===== src/rtl/spe_pkg.sv =====
// Shared types, constants and control words for the shuffle permutation emitter.
package spe_pkg;

  localparam int unsigned FIELD_BITS     = 32;
  localparam int unsigned DRAW_BITS      = 10;
  localparam int unsigned CFG_IDX_BITS   = 2;
  localparam int unsigned EPOCH_BITS     = 8;
  localparam int unsigned DEF_MAX_SPAN   = 4096;
  localparam int unsigned DEF_VALUE_BITS = 32;

  localparam logic [CFG_IDX_BITS-1:0] REG_LOW    = 2'd0;
  localparam logic [CFG_IDX_BITS-1:0] REG_HIGH   = 2'd1;
  localparam logic [CFG_IDX_BITS-1:0] REG_THRESH = 2'd2;

  localparam logic [FIELD_BITS-1:0] LOW_RST    = 32'd0;
  localparam logic [FIELD_BITS-1:0] HIGH_RST   = 32'd4095;
  localparam logic [DRAW_BITS-1:0]  THRESH_RST = 10'd0;

  typedef struct packed {
    logic                  start_run;
    logic [FIELD_BITS-1:0] partner_index;
    logic [DRAW_BITS-1:0]  skip_draw;
  } in_word_t;

  typedef struct packed {
    logic [FIELD_BITS-1:0] perm_value;
    logic                  skipped;
    logic                  index_error;
    logic                  last;
  } out_word_t;

  typedef struct packed {
    logic accept;
    logic epoch_inc;
    logic sweep;
    logic calc;
    logic mod_start;
    logic mod_sel_i;
    logic rd_j;
    logic rd_i;
    logic latch_aj;
    logic finish;
  } ctrl_cmd_t;

  typedef struct packed {
    logic run_flag;
    logic epoch_full;
    logic sweep_last;
    logic mod_done;
  } ctrl_sts_t;

endpackage


===== src/rtl/spe_ctrl.sv =====
// Controller: sequences store sweep, slot reductions, two reads and the write-back.
module spe_ctrl (
  input  logic                clk_i,
  input  logic                rst_ni,
  input  logic                start,
  output logic                busy,
  input  spe_pkg::ctrl_sts_t  sts_i,
  output spe_pkg::ctrl_cmd_t  cmd_o
);
  import spe_pkg::*;

  localparam logic [3:0] S_SWEEP  = 4'd0;
  localparam logic [3:0] S_IDLE   = 4'd1;
  localparam logic [3:0] S_ARM    = 4'd2;
  localparam logic [3:0] S_RSWEEP = 4'd3;
  localparam logic [3:0] S_CALC   = 4'd4;
  localparam logic [3:0] S_WJ     = 4'd5;
  localparam logic [3:0] S_LJ     = 4'd6;
  localparam logic [3:0] S_WI     = 4'd7;
  localparam logic [3:0] S_OUT    = 4'd8;

  logic [3:0] state_q, state_d;

  always_comb begin
    state_d = state_q;
    cmd_o   = '0;
    case (state_q)
      S_SWEEP: begin
        cmd_o.sweep = 1'b1;
        if (sts_i.sweep_last) begin
          state_d = S_IDLE;
        end
      end
      S_IDLE: begin
        if (start) begin
          cmd_o.accept = 1'b1;
          state_d      = S_ARM;
        end
      end
      S_ARM: begin
        if (sts_i.run_flag && sts_i.epoch_full) begin
          state_d = S_RSWEEP;
        end else begin
          cmd_o.epoch_inc = sts_i.run_flag;
          state_d         = S_CALC;
        end
      end
      S_RSWEEP: begin
        cmd_o.sweep = 1'b1;
        if (sts_i.sweep_last) begin
          state_d = S_CALC;
        end
      end
      S_CALC: begin
        cmd_o.calc      = 1'b1;
        cmd_o.mod_start = 1'b1;
        state_d         = S_WJ;
      end
      S_WJ: begin
        if (sts_i.mod_done) begin
          cmd_o.rd_j = 1'b1;
          state_d    = S_LJ;
        end
      end
      S_LJ: begin
        cmd_o.latch_aj  = 1'b1;
        cmd_o.mod_start = 1'b1;
        cmd_o.mod_sel_i = 1'b1;
        state_d         = S_WI;
      end
      S_WI: begin
        cmd_o.mod_sel_i = 1'b1;
        if (sts_i.mod_done) begin
          cmd_o.rd_i = 1'b1;
          state_d    = S_OUT;
        end
      end
      S_OUT: begin
        cmd_o.finish = 1'b1;
        state_d      = S_IDLE;
      end
      default: begin
        state_d = S_IDLE;
      end
    endcase
  end

  always_ff @(posedge clk_i or negedge rst_ni) begin
    if (!rst_ni) begin
      state_q <= S_SWEEP;
    end else begin
      state_q <= state_d;
    end
  end

  assign busy = state_q != S_IDLE;

  a_accept_arms: assert property (@(posedge clk_i) disable iff (!rst_ni)
    (start && !busy) |=> (state_q == S_ARM))
    else $error("accepted word not armed");

  a_idle_entry: assert property (@(posedge clk_i) disable iff (!rst_ni)
    $fell(busy) |-> ($past(state_q) == S_OUT || $past(state_q) == S_SWEEP))
    else $error("idle entered mid-word");

endmodule


===== config.mk =====
export PLATFORM = sky130hd
export DESIGN_NAME = spe_ctrl
export DESIGN_NICKNAME = d
export VERILOG_FILES = /design/src/rtl/spe_pkg.sv /design/src/rtl/spe_ctrl.sv
export SDC_FILE = /design/constraint.sdc
export NUM_CORES = 1
export LEC_CHECK = 0
export BUFFER_PORTS_ARGS = -buffer_cell sky130_fd_sc_hd__buf_4
export CAP_MARGIN = 20
export CORE_MARGIN = 1.5
export CORE_UTILIZATION = 30
export DETAILED_ROUTE_END_ITERATION = 8
export GPL_TIMING_DRIVEN = 0
export PLACE_DENSITY = 0.52
export SETUP_SLACK_MARGIN = 0.3
export SYNTH_ARGS = -nofsm -noshare
export SYNTH_HDL_FRONTEND = slang
export SYNTH_SLANG_ARGS = --single-unit
export TNS_END_PERCENT = 30

===== constraint.sdc =====
create_clock -name clk_i -period 2.2 [get_ports clk_i]
set_clock_uncertainty 0.1 [all_clocks]
set_input_delay 0.44 -clock clk_i [delete_from_list [all_inputs] [get_ports clk_i]]
set_output_delay 0.44 -clock clk_i [all_outputs]
set_load 0.05 [all_outputs]

==> impl_metrics.yaml <==
layout:
  area_delta_synth_final_pct: 94.1
  reg_top3: "state_q x4"
  largest_reg_flops: 4
  layoutNonFillerInstCount: 92
  antenna_cells: 0
  utilization: 0.663
  drive_above_1_share: 0.615
  nFillCells: 92
  nNetsFinal: 87
  regMostFlops: "state_q"
timing:
  tns_ns: 0
  tightest_slew_ns: 0.288
  fmax_mhz: 513
  maxSlewViolCount: 0
  rsz0062_at_grt: "yes"
  hold_ws_ns: 0.394
  hold_viol: 0
  max-slew-margin-rel: 0.808
  fin_crit_sh: 0.885
  setup_violations: 0
  finalCriticalPeriod_ns: 1.95
setup_path:
  critPathKind: "flop to output port"
  cp_slowest_cell: "dfrtp_2"
  critPathBufInv: 2
  start_kind: "flop"
  crit_path_max_fanout: 4
  cp_data_required_time_ns: 1.66
  cp_cell_sequence: "buf_4 -> nor2b_2 -> and3_1 -> buf_4"
  crit_family: "flip-flops"
  crit_arrival_ns: 1.41
  slowest_delay_ns: 0.43
  cp_common_cell: "buf_4"
  endpoint_kind: "output port"
pwr:
  seq_power_share: 0.122
  powerDensity_nw_per_um2: 1710
  irDropWorstVdd_uv: 850
  p_comb_frac: 0.812
  p_total_uw: 1330
  p_clk_frac: 0.066
  switching_share: 0.490
  p_sw_uw: 652
  p_leak_uw: 0.000361
  intPower_uw: 678
floorplanning:
  die_x_um: 39.5
  rows: 12
  coreArea_sq_um: 1170
  die_h_um: 39.5
  initial_core_util: 0.342
  dieArea_sq_um: 1560
  io_pins: 18
cts:
  cts_buffer_depth: 2
  worstSkewPairLatency_ns: 0.23
  clk_pin_slew_worst_paths_ns: 0.04
  cts_tree: "yes"
  clock-sinks: 4
  cts_root_buffer: "clkbuf_4"
  htree_levels: 1
  cts_buffers: 3
drt:
  vias: 484
  drt_wl_total_um: 1160
  drt_iter0_markers: 5
  post_drt_wl_per_cell_um: 12.6
  drc: 0
  viasPerCell: 5.26
  ant_nets: 0
  dr.pass1.iters: 4
yosys:
  syn_area_sq_um: 400
  synthMuxAreaShare: 0
  ys_top_cells_by_area: "dfrtp_1 (25%), nor2b_1 (7.8%), nor4b_2 (7.5%), nor4b_1 (6.6%), and3_1 (6.3%)"
  synth-compound-area-share: 0.150
  ys_types: 25
  synthArstFlopShare: 1.00
  synth_xor_area_frac: 0
  ys_seq_elements: 4
  yosysTopAreaCellShare: 0.250
  synth.avg_cell_area_sq_um: 8.90
  yosys.area.top_type: "dfrtp_1"
  yosysWarnings: 0
  yosys.area_share.simple: 0.500
  synth_most_common_cell: "nor2b_1"
  synth-edff-count: 0
  synth_ff_type: "dfrtp_1"
  synth_fa_ha_area_frac: 0
  synth_common_cells: "nor2b_1 (5), and3_1 (4), dfrtp_1 (4)"
  synth_cells: 45
  synth_top_family_by_area: "simple AND/OR/NAND/NOR gates"
  synth-seq-area-share: 0.250
  synth_nets: 52
place:
  post-dp-hpwl_um: 789
  port_buffers: 17
  globalplace.congestion: 0.755
  place_inst: 76
global_routing:
  grt_pass1_wl_um: 1690
  grt_use_total: 0.163
  grt_start_max_net_pins: 11
  grt_pass1_vias: 414
  antenna_found_initial: 0
  gr-total-overflow: 0
job:
  max_cap_violations: 0
status:
  outcome: "complete, no violations"
worst_hold_path:
  hold_class: "input port to flop"
[per-stage QoR]
stage | instance area, sq um | setup WS, ns
5_1_grt | 777 | 0.190
4_1_cts | 653 | 0.266
2_1_floorplan | 420 | 0.105
3_3_place_gp | 566 | 0.452
6_report | 777 | 0.252
3_5_place_dp | 566 | 0.445
[cell usage in the layout, fill, tap and decap left out, drive strengths merged, types with 2 or more instances in the layout]
cell,count
nor3,2
dfrtp,4
a21oi,3
nor2b,6
and3,4
nor2,4
nor4b,5
clkbuf,3
buf,33
nand2,3
[power by group through the flow]
stage	combinational, uW	sequential, uW	clock, uW
2_1_floorplan	613	139	0
3_3_place_gp	770	150	0
3_5_place_dp	788	152	0
4_1_cts	882	156	91.1
5_1_grt	1140	167	98.2
6_report	1080	163	87.9
[routing by layer]
metal  part of all wire  track usage
met4                  0       0.0517
met3              0.065       0.0511
met5                  0            0
met1               0.44        0.185
met2               0.49        0.283
[repair_timing]
item	4_1_cts	5_1_grt
pin swaps	1	3
setup endpoints to repair	4	8
gates resized for setup	4	14
setup buffers	3	9
endpoints found under the hold margin	4	0
hold buffers	1	0
[area by class of cell]
type / count / area [sq um] / area share
plain buffers: 4 / 56.3 / 0.0725
clock buffers: 3 / 22.5 / 0.0290
multi-input cells: 37 / 323 / 0.415
flip-flops and latches: 4 / 103 / 0.132
well taps: 14 / 17.5 / 0.0225
repair buffers: 30 / 255 / 0.329
[path summary, 6_finish.rpt]
check	from	cells after the start	slack, ns	endpoint
max	state_q[1]	4	0.25	cmd_o[3]
max reg2reg	state_q[3]	5	0.67	state_q[0]
min reg2reg	state_q[3]	4	0.66	state_q[0]
min	sts_i[0]	2	0.39	state_q[3]
min in group asynchronous	rst_ni	2	0.45	state_q[3]
max in group asynchronous	rst_ni	2	1.43	state_q[1]
[cell families (layout without fill, tap and decap cells)]
family	Yosys count	count (layout)
AOI/OAI and AO/OA	8	8
and+or+nand+nor	29	29
buffers and inverters	4	37
DFF	4	4
Power figures use the tool's default switching activity.
